**config.mk**
```make
export PLATFORM = sky130hd
export DESIGN_NAME = comment_blanking_filter_unit
export DESIGN_NICKNAME = d
export VERILOG_FILES = /design/src/rtl/cbf_pkg.sv /design/src/rtl/cbf_fifo.sv /design/src/rtl/cbf_block_stage.sv /design/src/rtl/cbf_line_stage.sv /design/src/rtl/comment_blanking_filter_unit.sv
export SDC_FILE = /design/constraint.sdc
export NUM_CORES = 1
export LEC_CHECK = 0
export BUFFER_PORTS_ARGS = -buffer_cell sky130_fd_sc_hd__buf_2
export CAP_MARGIN = 10
export CORE_UTILIZATION = 45
export DETAILED_ROUTE_END_ITERATION = 16
export GPL_TIMING_DRIVEN = 0
export PLACE_DENSITY = 0.72
export SKIP_CTS_REPAIR_TIMING = 1
export SYNTH_ARGS = -nofsm -noshare
export SYNTH_HDL_FRONTEND = slang
export SYNTH_SLANG_ARGS = --single-unit
export TNS_END_PERCENT = 20
```
**constraint.sdc**
```tcl
create_clock -name i_clk -period 5.8 [get_ports i_clk]
set_input_delay 0.29 -clock i_clk [delete_from_list [all_inputs] [get_ports i_clk]]
set_output_delay 0.29 -clock i_clk [all_outputs]
set_load 0.02 [all_outputs]
```
**src/rtl/cbf_pkg.sv**
```systemverilog
// ----------------------------------------------------------------------------
// cbf_pkg: shared types and constants for the comment blanking filter
// Character codes, queue entry types and the blanking helper used by both
// the block-comment front stage and the line-comment back stage.
// ----------------------------------------------------------------------------
package cbf_pkg;

    localparam logic [7:0] CH_SLASH = 8'h2F;
    localparam logic [7:0] CH_STAR  = 8'h2A;
    localparam logic [7:0] CH_NL    = 8'h0A;
    localparam logic [7:0] CH_SPACE = 8'h20;

    // default depth of each inter-stage queue
    localparam int CBF_FIFO_DEPTH = 4;

    // one byte in flight, tagged with the end-of-text mark
    typedef struct packed {
        logic [7:0] byte_val;
        logic       end_flag;
    } t_entry;

    // up to two bytes written into a queue in one cycle; lane 1 only with lane 0
    typedef struct packed {
        logic   vld0;
        logic   vld1;
        t_entry d0;
        t_entry d1;
    } t_pair;

    // comment byte replacement: newline survives, everything else blanks
    function automatic logic [7:0] f_blank(input logic [7:0] c);
        return (c == CH_NL) ? CH_NL : CH_SPACE;
    endfunction

endpackage

```
**src/rtl/cbf_fifo.sv**
```systemverilog
// ----------------------------------------------------------------------------
// cbf_fifo: small register queue, two writes and one read per cycle
// Decouples the stages; o_room2 reports space for a two-byte write.
// ----------------------------------------------------------------------------
module cbf_fifo
    import cbf_pkg::*;
#(
    parameter int DEPTH = CBF_FIFO_DEPTH
) (
    input  logic   i_clk,
    input  logic   i_rst_n,
    input  t_pair  i_push,
    output logic   o_room2,
    output logic   o_rd_valid,
    output t_entry o_rd_data,
    input  logic   i_pop
);

    localparam int PW = (DEPTH > 1) ? $clog2(DEPTH) : 1;
    localparam int CW = $clog2(DEPTH + 1);
    localparam logic [PW-1:0] LAST_IDX = PW'(DEPTH - 1);
    localparam logic [CW-1:0] ROOM_MAX = CW'(DEPTH - 2);

    t_entry          r_mem [DEPTH];
    logic [PW-1:0]   r_wp, n_wp, r_rp, n_rp, w_wp1;
    logic [CW-1:0]   r_count, n_count;
    logic [1:0]      w_n_push;
    logic            w_pop;

    function automatic logic [PW-1:0] f_inc(input logic [PW-1:0] p);
        return (p == LAST_IDX) ? '0 : p + 1'b1;
    endfunction

    assign w_wp1      = f_inc(r_wp);
    assign w_pop      = i_pop && (r_count != '0);
    assign w_n_push   = {1'b0, i_push.vld0} + {1'b0, i_push.vld1};
    assign o_room2    = (r_count <= ROOM_MAX);
    assign o_rd_valid = (r_count != '0);
    assign o_rd_data  = r_mem[r_rp];

    always_comb begin
        n_wp = r_wp;
        if (i_push.vld1) begin
            n_wp = f_inc(w_wp1);
        end else if (i_push.vld0) begin
            n_wp = w_wp1;
        end
        n_rp    = w_pop ? f_inc(r_rp) : r_rp;
        n_count = r_count + CW'(w_n_push) - CW'(w_pop);
    end

    always_ff @(posedge i_clk) begin
        if (!i_rst_n) begin
            r_wp    <= '0;
            r_rp    <= '0;
            r_count <= '0;
        end else begin
            r_wp    <= n_wp;
            r_rp    <= n_rp;
            r_count <= n_count;
        end
    end

    always_ff @(posedge i_clk) begin
        if (i_push.vld0) begin
            r_mem[r_wp] <= i_push.d0;
        end
        if (i_push.vld1) begin
            r_mem[w_wp1] <= i_push.d1;
        end
    end

`ifndef SYNTHESIS
    a_count_bound: assert property (@(posedge i_clk) disable iff (!i_rst_n)
        r_count <= CW'(DEPTH))
        else $error("queue count beyond depth");
    a_push_room: assert property (@(posedge i_clk) disable iff (!i_rst_n)
        i_push.vld0 |-> o_room2)
        else $error("write without room for two");
    a_pop_only: assert property (@(posedge i_clk) disable iff (!i_rst_n)
        (w_pop && !i_push.vld0) |=> (r_count == $past(r_count) - 1'b1))
        else $error("read did not drop the count");
`endif

endmodule

```
**src/rtl/cbf_block_stage.sv**
```systemverilog
// ----------------------------------------------------------------------------
// cbf_block_stage: front stage, control-byte mapping and block comments
// Accepts raw bytes, blanks slash-star comments and writes 0 to 2 bytes
// per transaction into the front queue.
// ----------------------------------------------------------------------------
module cbf_block_stage
    import cbf_pkg::*;
(
    input  logic       i_clk,
    input  logic       i_rst_n,
    input  logic       i_valid,
    input  logic [7:0] i_text_byte,
    input  logic       i_text_end,
    input  logic       i_room2,
    output logic       o_stall,
    output t_pair      o_push
);

    logic       r_block_mode, n_block_mode;
    logic       r_star, n_star;
    logic       r_held_vld, n_held_vld;
    logic [7:0] r_held, n_held;
    logic       w_acc;
    logic [7:0] w_c;

    assign w_acc   = i_valid && i_room2;
    assign o_stall = !i_room2;
    assign w_c     = (i_text_byte < CH_NL) ? CH_SPACE : i_text_byte;

    always_comb begin
        o_push       = '0;
        n_block_mode = r_block_mode;
        n_star       = r_star;
        n_held_vld   = r_held_vld;
        n_held       = r_held;
        if (w_acc) begin
            if (r_block_mode) begin
                o_push.vld0        = 1'b1;
                o_push.d0.end_flag = i_text_end;
                if (r_star && (w_c == CH_SLASH)) begin
                    o_push.d0.byte_val = CH_SPACE;
                    n_block_mode       = 1'b0;
                    n_star             = 1'b0;
                end else begin
                    o_push.d0.byte_val = f_blank(w_c);
                    n_star             = (w_c == CH_STAR);
                end
            end else if (r_held_vld && (r_held == CH_SLASH) && (w_c == CH_STAR)) begin
                // opener: both bytes blank, then search for the closer
                o_push.vld0 = 1'b1;
                o_push.vld1 = 1'b1;
                o_push.d0   = '{byte_val: CH_SPACE, end_flag: 1'b0};
                o_push.d1   = '{byte_val: CH_SPACE, end_flag: i_text_end};
                n_held_vld   = 1'b0;
                n_block_mode = 1'b1;
                n_star       = 1'b0;
            end else if (r_held_vld) begin
                o_push.vld0 = 1'b1;
                o_push.d0   = '{byte_val: r_held, end_flag: 1'b0};
                n_held      = w_c;
                n_held_vld  = 1'b1;
                if (i_text_end) begin
                    o_push.vld1 = 1'b1;
                    o_push.d1   = '{byte_val: w_c, end_flag: 1'b1};
                end
            end else begin
                n_held     = w_c;
                n_held_vld = 1'b1;
                if (i_text_end) begin
                    o_push.vld0 = 1'b1;
                    o_push.d0   = '{byte_val: w_c, end_flag: 1'b1};
                end
            end
            // end of text: flush done above, start the next text clean
            if (i_text_end) begin
                n_block_mode = 1'b0;
                n_star       = 1'b0;
                n_held_vld   = 1'b0;
            end
        end
    end

    always_ff @(posedge i_clk) begin
        if (!i_rst_n) begin
            r_block_mode <= 1'b0;
            r_star       <= 1'b0;
            r_held_vld   <= 1'b0;
        end else begin
            r_block_mode <= n_block_mode;
            r_star       <= n_star;
            r_held_vld   <= n_held_vld;
        end
    end

    always_ff @(posedge i_clk) begin
        r_held <= n_held;
    end

`ifndef SYNTHESIS
    a_mode_no_held: assert property (@(posedge i_clk) disable iff (!i_rst_n)
        r_block_mode |-> !r_held_vld)
        else $error("held byte inside block comment");
    a_star_in_mode: assert property (@(posedge i_clk) disable iff (!i_rst_n)
        !r_block_mode |-> !r_star)
        else $error("star armed outside block comment");
    a_end_clears: assert property (@(posedge i_clk) disable iff (!i_rst_n)
        (w_acc && i_text_end) |=> (!r_block_mode && !r_held_vld))
        else $error("state left over after end of text");
`endif

endmodule

```
**src/rtl/cbf_line_stage.sv**
```systemverilog
// ----------------------------------------------------------------------------
// cbf_line_stage: back stage, line comments
// Reads one byte per cycle from the front queue while the output queue has
// room, blanks slash-slash comments up to the newline and writes 0 to 2 bytes to the output queue.
// ----------------------------------------------------------------------------
module cbf_line_stage
    import cbf_pkg::*;
(
    input  logic   i_clk,
    input  logic   i_rst_n,
    input  logic   i_in_valid,
    input  t_entry i_in_data,
    input  logic   i_room2,
    output logic   o_pop,
    output t_pair  o_push
);

    logic       r_line_mode, n_line_mode;
    logic       r_held_vld, n_held_vld;
    logic [7:0] r_held, n_held;
    logic [7:0] w_c;
    logic       w_end;

    assign o_pop = i_in_valid && i_room2;
    assign w_c   = i_in_data.byte_val;
    assign w_end = i_in_data.end_flag;

    always_comb begin
        o_push      = '0;
        n_line_mode = r_line_mode;
        n_held_vld  = r_held_vld;
        n_held      = r_held;
        if (o_pop) begin
            if (r_line_mode) begin
                o_push.vld0 = 1'b1;
                o_push.d0   = '{byte_val: f_blank(w_c), end_flag: w_end};
                n_line_mode = (w_c != CH_NL);
            end else if (r_held_vld && (r_held == CH_SLASH) && (w_c == CH_SLASH)) begin
                o_push.vld0 = 1'b1;
                o_push.vld1 = 1'b1;
                o_push.d0   = '{byte_val: CH_SPACE, end_flag: 1'b0};
                o_push.d1   = '{byte_val: CH_SPACE, end_flag: w_end};
                n_held_vld  = 1'b0;
                n_line_mode = 1'b1;
            end else if (r_held_vld) begin
                o_push.vld0 = 1'b1;
                o_push.d0   = '{byte_val: r_held, end_flag: 1'b0};
                n_held      = w_c;
                n_held_vld  = 1'b1;
                if (w_end) begin
                    o_push.vld1 = 1'b1;
                    o_push.d1   = '{byte_val: w_c, end_flag: 1'b1};
                end
            end else begin
                n_held     = w_c;
                n_held_vld = 1'b1;
                if (w_end) begin
                    o_push.vld0 = 1'b1;
                    o_push.d0   = '{byte_val: w_c, end_flag: 1'b1};
                end
            end
            if (w_end) begin
                n_line_mode = 1'b0;
                n_held_vld  = 1'b0;
            end
        end
    end

    always_ff @(posedge i_clk) begin
        if (!i_rst_n) begin
            r_line_mode <= 1'b0;
            r_held_vld  <= 1'b0;
        end else begin
            r_line_mode <= n_line_mode;
            r_held_vld  <= n_held_vld;
        end
    end

    always_ff @(posedge i_clk) begin
        r_held <= n_held;
    end

`ifndef SYNTHESIS
    a_mode_no_held: assert property (@(posedge i_clk) disable iff (!i_rst_n)
        r_line_mode |-> !r_held_vld)
        else $error("held byte inside line comment");
    a_end_clears: assert property (@(posedge i_clk) disable iff (!i_rst_n)
        (o_pop && w_end) |=> (!r_line_mode && !r_held_vld))
        else $error("state left over after end of text");
    a_end_emits: assert property (@(posedge i_clk) disable iff (!i_rst_n)
        (o_pop && w_end) |-> o_push.vld0)
        else $error("end of text produced no byte");
`endif

endmodule

```
**src/rtl/comment_blanking_filter_unit.sv**
```systemverilog
// ----------------------------------------------------------------------------
// comment_blanking_filter_unit: streaming comment blanker for source text
// Input channel: i_valid / o_stall carry i_text_byte and i_text_end; a
// transaction completes on a rising edge with i_valid high and o_stall low.
// Output channel: o_valid / i_stall carry o_clean_byte and o_clean_end.
// Every byte of a text comes out once, in order; comment bytes turn into
// spaces (newlines kept), bytes 0 to 9 into spaces; o_clean_end marks the
// final byte of a text, so bytes in == bytes out per text.
// Throughput: one transaction per cycle on each side, sustained while the
// receiver does not stall; each queue reads one entry per cycle, which sets that figure.
// Lookahead: each stage holds one byte, so a byte normally waits
// for the next byte of the text (or i_text_end). A byte that neither stage
// holds is written to the front queue, then to the output queue, and is
// on o_valid once it is in the output queue, when both queues are empty.
// Reset: synchronous, active low; both queues empty, both stages return to
// the outside-comment state with nothing held.
// Receiver stall: the output queue fills, the back stage halts, the front
// queue fills and o_stall rises; nothing is dropped or repeated.
// ----------------------------------------------------------------------------
module comment_blanking_filter_unit
    import cbf_pkg::*;
#(
    parameter int FIFO_DEPTH = CBF_FIFO_DEPTH
) (
    input  logic       i_clk,
    input  logic       i_rst_n,
    // input channel
    input  logic       i_valid,
    output logic       o_stall,
    input  logic [7:0] i_text_byte,
    input  logic       i_text_end,
    // output channel
    output logic       o_valid,
    input  logic       i_stall,
    output logic [7:0] o_clean_byte,
    output logic       o_clean_end
);

    // front stage to front queue
    t_pair  w_front_push;
    logic   w_front_room2;
    // front queue to back stage
    logic   w_front_rd_valid;
    t_entry w_front_rd_data;
    logic   w_front_pop;
    // back stage to output queue
    t_pair  w_back_push;
    logic   w_back_room2;
    t_entry w_out_data;
    logic   w_out_pop;

    // Classify bytes and blank block comments
    cbf_block_stage u_block (
        .i_clk       (i_clk),
        .i_rst_n     (i_rst_n),
        .i_valid     (i_valid),
        .i_text_byte (i_text_byte),
        .i_text_end  (i_text_end),
        .i_room2     (w_front_room2),
        .o_stall     (o_stall),
        .o_push      (w_front_push)
    );

    cbf_fifo #(
        .DEPTH (FIFO_DEPTH)
    ) u_front_q (
        .i_clk      (i_clk),
        .i_rst_n    (i_rst_n),
        .i_push     (w_front_push),
        .o_room2    (w_front_room2),
        .o_rd_valid (w_front_rd_valid),
        .o_rd_data  (w_front_rd_data),
        .i_pop      (w_front_pop)
    );

    // Blank line comments; advance only when the output queue has room
    cbf_line_stage u_line (
        .i_clk      (i_clk),
        .i_rst_n    (i_rst_n),
        .i_in_valid (w_front_rd_valid),
        .i_in_data  (w_front_rd_data),
        .i_room2    (w_back_room2),
        .o_pop      (w_front_pop),
        .o_push     (w_back_push)
    );

    // Output queue doubles as the skid stage toward the receiver
    cbf_fifo #(
        .DEPTH (FIFO_DEPTH)
    ) u_out_q (
        .i_clk      (i_clk),
        .i_rst_n    (i_rst_n),
        .i_push     (w_back_push),
        .o_room2    (w_back_room2),
        .o_rd_valid (o_valid),
        .o_rd_data  (w_out_data),
        .i_pop      (w_out_pop)
    );

    // drop the head entry once the receiver takes it
    assign w_out_pop    = o_valid && !i_stall;
    assign o_clean_byte = w_out_data.byte_val;
    assign o_clean_end  = w_out_data.end_flag;

endmodule
```
# Word-level counts from Yosys, hierarchy flattened
# Memories as Yosys holds them, arrays and structs flattened. A register that Yosys moved wholly into a read port is not among the register bits.
# Cells that the tools add are included.
# W data, S select, Z words.
[word_totals]
wordCells = 139
regBits = 35
output_inout_bits = 11
mem_count = 2
in_bits = 13
ram_bits = 72
[op_classes]
reduce_logical = 22
mux = 67
addsub = 12
bitwise_logic = 4
eq_ne = 16
n_lt_le_gt_ge = 3
[mem_list]
columns = ["memory", "words", "width", "rd", "rd_clocked_by_memory_dff", "write_ports", "line_no", "source"]
rows = [
  ["u_front_q.r_mem", 4, 9, 1, 1, 2, "cbf_fifo.sv:24", "t_entry r_mem [DEPTH];"],
  ["u_out_q.r_mem", 4, 9, 1, 1, 2, "cbf_fifo.sv:24", ""],
]
[op_table]
columns = ["cell", "n"]
rows = [
  ["$mux W9", 10],
  ["$mux W20", 4],
  ["$eq A8 B6 Y1 const B", 5],
  ["$mux W1", 35],
  ["$mux W2", 14],
  ["$eq A8 B4 Y1 const B", 2],
  ["$mux W8", 2],
  ["$add A2 B1 Y2 const B", 6],
  ["$eq A2 B2 Y1 const B", 6],
  ["$mux W6", 2],
  ["$logic_and A1 B1 Y1", 10],
  ["$reduce_bool A3 Y1", 3],
  ["$lt A8 B4 Y1 const B", 1],
  ["$ne A8 B4 Y1 const B", 1],
  ["$add A3 B2 Y3", 2],
  ["$le A3 B2 Y1 const B", 2],
  ["$reduce_and A2 Y1", 3],
  ["$reduce_and A3 Y1", 2],
  ["$sub A3 B1 Y3", 2],
  ["$add A1 B1 Y2", 2],
  ["$not A1 Y1", 4],
  ["$reduce_bool A2 Y1", 2],
  ["$logic_not A1 Y1", 2],
  ["$ne A2 B1 Y1 const B", 1],
  ["$ne A2 B2 Y1 const B", 1],
]

# Logic depth before layout (Yosys ltp)
# Gate-level depths: netlist (run 1).
[logic_depth]
word_depth = 10
mapped_depth = 15
depth_no_buf = 13

# Modules after synthesis
# A second synthesis (run 1) with hierarchy kept.
[hier_totals]
hier_cells = 471
area_unflattened_um2 = 6429.9
[modules_own_cells]
columns = ["module", "n_inst", "area_each_um2", "cells_per_inst", "seq_area_each_um2"]
rows = [
  ["cbf_fifo (u_front_q)", 1, 2473.6, 147, 1261.2],
  ["cbf_fifo (u_out_q)", 1, 2464.9, 147, 1261.2],
  ["cbf_block_stage", 1, 774.5, 90, 300.3],
  ["cbf_line_stage", 1, 703.2, 86, 280.3],
  ["comment_blanking_filter_unit", 1, 13.8, 1, 0.0],
]

# Worst setup path after synthesis (run 1)
# OpenSTA, ideal clock, no wires.
[synth_path]
path_kind = "reg2reg"
start = "register with a tool-made name"
end = "register u_out_q.r_count[1]"
t_required_ps = 5685
stages_incl_launch_ff = 12
setup_ps = 115
setup_slack_ps = 2760
synth_period_minus_slack_ps = 3040
t_arrival_ps = 2926
path_buffers = 2
path_cell_list = "dfxtp_1 buf_6 mux4_2 or2_4 nor4_4 a21o_1 buf_4 inv_1 fa_1 inv_1 fa_1 and2_1"
[synth_rtl]
columns = ["item", "line_no", "source"]
rows = [
  ["to (signal assigned)", "cbf_fifo.sv:60", "r_count <= n_count;"],
  ["to (decl)", "cbf_fifo.sv:26", "logic [CW-1:0] r_count, n_count;"],
]

==> impl_metrics.csv, run 1 <==
group,metric,value,unit
hold_path,hold_start,"i_rst_n",
logic_synthesis,mappedNetlistNets,542,
logic_synthesis,synth_top_cell_by_area,"edfxtp_1",
timing,fin_setup_tns,0,ns
critical_path,crit_required,6.05,ns
logic_synthesis,ys.flop_type,"edfxtp_1",
clock_network,cts_buffer_depth,2,
critical_path,slowest_delay,0.60,ns
critical_path,cp-end-kind,"flip-flop",
timing,hold_viol_final,0,
global_routing,grt-ovfl-total,0,
clock_network,cts.sinks,111,
routing,dr.pass1.iters,4,
timing,tightest_slew,0.742,ns
logic_synthesis,synthTopCellsByCount,"88 x edfxtp_1, 64 x nand2_1, 42 x mux2i_1, 42 x nor2_1, 23 x dfxtp_1",
timing,slew_violations,0,
critical_path,path_cells,"buf_6 -> mux4_2 -> or2_4 -> nor4_4 -> a21o_1 -> buf_4 -> inv_1 -> fa_1 -> inv_1 -> fa_1 -> and2_1",
global_routing,grt_pass1_wl,19300,um
critical_path,crit_path_max_fanout,10,
routing,drt_iter0_markers,245,
power_and_ir_drop,leakage,2.52,nW
critical_path,critical_path_buf_inv_count,4,
power_and_ir_drop,powerDensity,428,mW/mm2
layout,layout-drive-gt1-share,15.4,%
critical_path,worst_path_dominant_cell_family,"adder cells",
global_routing,grt_pass1_vias,3947,
hold_path,holdPathEnd,"u_front_q.r_count[1]$_SDFF_PN0_",
routing,routed_via_density,5.47,
layout,final_nets,576,
critical_path,worst_path_max_delay_cell,"mux4_2",
routing,ant_nets,0,
critical_path,r2r_slack,2.54,ns
logic_synthesis,synth_seq_area_share,52.1,%
power_and_ir_drop,peakVddDrop,0.186,mV
logic_synthesis,syn_area_per_cell,11.7,um2
timing,grt_setup_unrepaired,"false",
timing,fin_crit_sh,56.3,%
floorplanning,core,0.0128,mm2
layout,nFillCells,1095,
layout,final_cells,718,
run_status,outcome,"complete, no violations",
place,port_buffers,23,
routing,num_vias,3929,
timing,finalSetupViolCount,0,
hold_path,worstHoldPathType,"primary input to flip-flop",
critical_path,ff2ff_path_depth,11,
place,dp_cells,702,
clock_network,cts_tree,"done",
clock_network,clockRootBuffer,"clkbuf_16",
clock_network,h-tree-depth,3,
routing,wl,11500,um
floorplanning,ios,24,
logic_synthesis,synth_edf_count,88,
floorplanning,die_height,117,um
hold_path,whs_path_depth,2,
layout,n_antenna_cell,0,
logic_synthesis,synthesis.area,0.00595,mm2
layout,area_growth,10.1,%
logic_synthesis,synthCells,507,
run,max_cap_viol_count,0,
power_and_ir_drop,report.power.total,2.81,mW
logic_synthesis,yosys-top-cells-area,"edfxtp_1 44%, dfxtp_1 7.7%, mux2i_1 7.1%, mux4_2 6.4%, nand2_1 4.0%",
logic_synthesis,yosysWarnings,0,
logic_synthesis,yosysMostFrequentCell,"edfxtp_1",
timing,timing.fmax,0.306,GHz
logic_synthesis,synthDistinctLibCells,54,
clock_network,clk_latency,0.35,ns
timing,fin_skew,0.00499,ns
critical_path,r2r-end,"u_out_q.r_count[1]$_SDFF_PN0_",
logic_synthesis,async_flop_share,0,%
routing,drcViolationCount,0,
logic_synthesis,yosysTopAreaCellShare,44.4,%
logic_synthesis,ys_seq_elements,111,
clock_network,cts_buffers,9,
place,hpwl,8860,um
timing,layout_min_cycle_time,3.26,ns
global_routing,antenna_found_initial,0,
place,place_congestion,0.907,
clock_network,clkTransAtPathRegs,0.07,ns
global_routing,grt_start_max_net_pins,19,
critical_path,criticalPathCategory,"flip-flop to flip-flop",
critical_path,arrival,3.51,ns
floorplanning,start_util,46.6,%
floorplanning,core.rowCount,41,
routing,routedWlPerCell,16.0,um
floorplanning,fp.dieW,117,um
timing,maxSlewHeadroom,50.5,%
floorplanning,dieArea,0.0137,mm2
critical_path,cp-start-kind,"flip-flop",
global_routing,grt_usage,18.4,%
per-layer routing:
metal | share of wire (%) | up-vias | GRT usage [%]
met5 | 0 | - | 0
met4 | 2.2 | 0 | 6.58
met3 | 3.1 | 21 | 3.50
met2 | 52 | 87 | 33.3
met1 | 43 | 1886 | 21.7
li1 | - | 1935 | -
cells by family (layout without fill, tap and decap cells):
kind of cell | count (synthesis) | count (layout) | share of synthesized area [%]
adders and majority gates | 22 | 22 | 5.13
muxes | 72 | 72 | 16.0
xor gates and xnor gates | 3 | 3 | 0.442
buffers and inverters | 46 | 85 | 3.32
and+or+nand+nor | 180 | 180 | 14.9
AOI/OAI and AO/OA | 73 | 73 | 8.12
DFF | 111 | 111 | 52.1
metrics by stage:
step | hold slack (ns) | setup slack [ns] | util, % | cell area [um2]
global placement | 0.456 | 2.56 | 49.2 | 6280
detailed placement | 0.460 | 2.53 | 49.2 | 6280
CTS | 0.192 | 2.51 | 51.3 | 6550
floorplan | 0.412 | 2.76 | - | 5950
global route | 0.194 | 2.36 | 51.3 | 6550
finish | 0.197 | 2.54 | 51.3 | 6550
where the power goes:
part / internal [mW] / switching (mW) / total (mW) / leakage, nW
clock: 0.291 / 0.276 / 0.568 / 0.133
combinational: 0.419 / 0.661 / 1.08 / 1.37
sequential: 1.09 / 0.0662 / 1.16 / 1.01
registers in the layout, summed over array words and instances (netlist names), named ones only:
signal / cells
u_out_q.r_rp: 2
u_block.r_star: 1
u_out_q.r_count: 3
u_front_q.r_count: 3
u_front_q.r_mem: 36
u_block.r_block_mode: 1
u_line.r_held: 8
u_front_q.r_rp: 2
u_block.r_held_vld: 1
u_out_q.r_mem: 36
u_out_q.r_wp: 2
u_line.r_line_mode: 1
u_block.r_held: 8
u_front_q.r_wp: 2
u_line.r_held_vld: 1
worst max-delay path by stage:
stage                                          to  slack, ns  cells after the start
finish              u_out_q.r_count[1]$_SDFF_PN0_       2.54                     11
global route        u_out_q.r_count[1]$_SDFF_PN0_       2.36                     11
CTS                 u_out_q.r_count[1]$_SDFF_PN0_       2.51                     11
detailed placement  u_out_q.r_count[1]$_SDFF_PN0_       2.53                     11
global placement    u_out_q.r_count[1]$_SDFF_PN0_       2.56                     11
floorplan           u_out_q.r_count[1]$_SDFF_PN0_       2.76                     11
cells in the final DEF, fill, tap and decap left out, drive strengths merged, types with 10 or more instances in the layout:
| master | Yosys | routed |
|---|---|---|
| a21oi | 20 | 20 |
| and2 | 10 | 10 |
| buf | 7 | 30 |
| clkbuf | 15 | 24 |
| dfxtp | 23 | 23 |
| edfxtp | 88 | 88 |
| ha | 18 | 18 |
| inv | 23 | 24 |
| mux2 | 13 | 13 |
| mux2i | 42 | 42 |
| mux4 | 17 | 17 |
| nand2 | 64 | 64 |
| nand3 | 16 | 16 |
| nor2 | 42 | 42 |
| o21ai | 14 | 14 |
area by class of cell:
type | instances | area [um2] | share of cell area, %
buffer | 22 | 108 | 1.64
clock buffer | 9 | 225 | 3.44
clock inverter | 7 | 47.5 | 0.725
inverter | 24 | 90.1 | 1.37
multi-input combinational | 350 | 2650 | 40.4
sequential | 111 | 3100 | 47.3
tap | 172 | 215 | 3.28
timing repair buffer | 23 | 115 | 1.76
Note: power is estimated with default switching activity, not from simulation.
==> run 2, diff against run 1 <==
Settings changed: PLACE_DENSITY 0.72 to 0.75.
Clock period 5.8 ns to 2.8 ns, I/O delays scaled along.
==> run 2 against run 1 <==
Compared with the run above:
- the run now ends with setup timing left
- critical path depth unchanged
- core utilization increased by 2.8 points
- power is 120% higher
- count of clock-buffer cells in the layout unchanged
- worst hold slack worse by 0.15 ns
- via count grew 5.1%
- first-iteration DRC count shrank 3.7%
- non-clock buffer count rose by 28
- sequential power grew 110%
- setup slack worse by 2.7 ns
- cell area increased by 5.4%
- highest routed layer unchanged
==> impl_metrics.csv, run 2 (same netlist as run 1, synthesis figures left out) <==
group,metric,value,unit
run_status,outcome,"complete, but fails checks",
run_status,violations,"setup timing",
global_routing,antenna_found_initial,0,
timing,layout_min_cycle_time,2.99,ns
global_routing,grt_pass1_wl,19400,um
layout,layout_common_cells,"88 x edfxtp_1, 60 x nand2_1, 42 x mux2i_1",
critical_path,cp-end-kind,"flip-flop",
layout,multi_input_area,0.00275,mm2
clock_network,clkTransAtPathRegs,0.07,ns
global_routing,grt_start_max_net_pins,19,
floorplanning,die_height,117,um
critical_path,crit_required,3.05,ns
routing,drcViolationCount,0,
floorplanning,start_util,46.6,%
critical_path,cp.depth,11,
clock_network,cts_tree,"done",
routing,wl,12100,um
layout,final_common_cell,"edfxtp_1",
critical_path,worst_path_dominant_cell_family,"adder cells",
clock_network,cts.sinks,111,
floorplanning,core.rowCount,41,
critical_path,cp-start-kind,"flip-flop",
floorplanning,fp.dieW,117,um
critical_path,endpoint,"u_out_q.r_count[1]$_SDFF_PN0_",
hold_path,worstHoldPathType,"primary input to flip-flop",
timing,hold_viol_final,0,
critical_path,r2r-end,"u_out_q.r_count[1]$_SDFF_PN0_",
global_routing,grt_pass1_vias,4020,
critical_path,slowest_delay,0.56,ns
critical_path,worst_path_max_delay_cell,"mux4_2",
routing,num_vias,4128,
global_routing,grt_usage,18.4,%
critical_path,path_cells,"buf_12 -> mux4_2 -> or2_4 -> nor4_4 -> a21o_1 -> buf_6 -> inv_4 -> fa_2 -> inv_2 -> fa_1 -> and2_1",
clock_network,clk_latency,0.35,ns
critical_path,critical_path_buf_inv_count,4,
routing,routedWlPerCell,16.2,um
timing,hold_ws,0.0485,ns
power_and_ir_drop,leakage,2.69,nW
place,place_congestion,0.921,
routing,drt_iter0_markers,236,
timing,tightest_slew,0.717,ns
layout,largestRegisters,"u_front_q.r_mem x36, u_out_q.r_mem x36",
place,hpwl,9040,um
critical_path,crit_path_max_fanout,5,
layout,register_area,0.00311,mm2
layout,n_antenna_cell,0,
routing,dr.pass1.iters,5,
power_and_ir_drop,peakVddDrop,0.450,mV
global_routing,grt-ovfl-total,0,
clock_network,cts_buffer_depth,2,
timing,finalSetupViolCount,2,
floorplanning,core,0.0128,mm2
critical_path,ff2ff_path_depth,11,
run,max_cap_viol_count,0,
critical_path,criticalPathCategory,"flip-flop to flip-flop",
layout,layout-drive-gt1-share,22.6,%
timing,fin_crit_sh,107,%
clock_network,clockRootBuffer,"clkbuf_16",
power_and_ir_drop,powerDensity,896,mW/mm2
layout,area_growth,16.1,%
timing,timing.fmax,0.334,GHz
critical_path,r2r_slack,-0.19,ns
timing,slew_violations,0,
timing,worst_slack,-0.192,ns
timing,grt_setup_unrepaired,"true",
layout,final_nets,604,
timing,maxSlewHeadroom,52.2,%
clock_network,h-tree-depth,3,
layout,nFillCells,1042,
timing,fin_skew,0.00680,ns
routing,routed_via_density,5.53,
floorplanning,ios,24,
clock_network,cts_buffers,9,
routing,ant_nets,0,
critical_path,arrival,3.24,ns
place,dp_slack,-0.281,ns
place,port_buffers,23,
floorplanning,dieArea,0.0137,mm2
[run 2: report_power, final]
part           internal (mW)  total, mW  switching, mW
clock                  0.606       1.19          0.583
combinational           1.10       2.59           1.49
sequential              2.26       2.41          0.149
total                   3.97       6.19           2.22
[run 2: worst min path at each step]
| stage | slack, ns | from | endpoint | cells after the start |
|---|---|---|---|---|
| final | 0.05 | i_rst_n | u_out_q.r_count[1]$_SDFF_PN0_ | 2 |
| after global routing | 0.07 | i_rst_n | u_out_q.r_count[1]$_SDFF_PN0_ | 2 |
| after global placement | 0.40 | i_rst_n | u_front_q.r_count[1]$_SDFF_PN0_ | 2 |
| after floorplan | 0.26 | i_rst_n | u_front_q.r_count[1]$_SDFF_PN0_ | 1 |
| after CTS | 0.05 | i_rst_n | u_out_q.r_count[1]$_SDFF_PN0_ | 2 |
| after detailed placement | 0.41 | i_rst_n | u_front_q.r_count[1]$_SDFF_PN0_ | 2 |
[run 2: layout make-up]
class / count / share of cell area [%]
buffer: 22 / 1.79
clock buffer: 9 / 3.26
clock inverter: 7 / 0.670
inverter: 24 / 1.43
multi-input combinational: 350 / 39.8
sequential: 111 / 45.0
tap: 172 / 3.11
timing repair buffer: 51 / 4.96
[run 2: per-layer routing]
metal / wire [um] / share of wire, % / global-route usage [%] / up-vias
met5: 0 / 0 / 0 / -
met4: 195 / 1.6 / 5.74 / 0
met3: 456 / 3.8 / 3.14 / 15
met2: 6420 / 53 / 34.0 / 120
met1: 5030 / 42 / 21.6 / 1997
li1: - / - / - / 1996
[run 2: metrics by stage]
step / std cells / total power [mW] / cell area (um2) / utilization (%) / TNS (ns)
after floorplan: 507 / 4.11 / 5960 / - / -0.0412
after global placement: 702 / 4.57 / 6290 / 49.3 / -0.608
after detailed placement: 702 / 4.68 / 6290 / 49.3 / -3.67
after CTS: 718 / 5.86 / 6560 / 51.4 / -5.99
after global routing: 746 / 6.58 / 6910 / 54.1 / -0.710
final: 746 / 6.19 / 6910 / 54.1 / -0.239
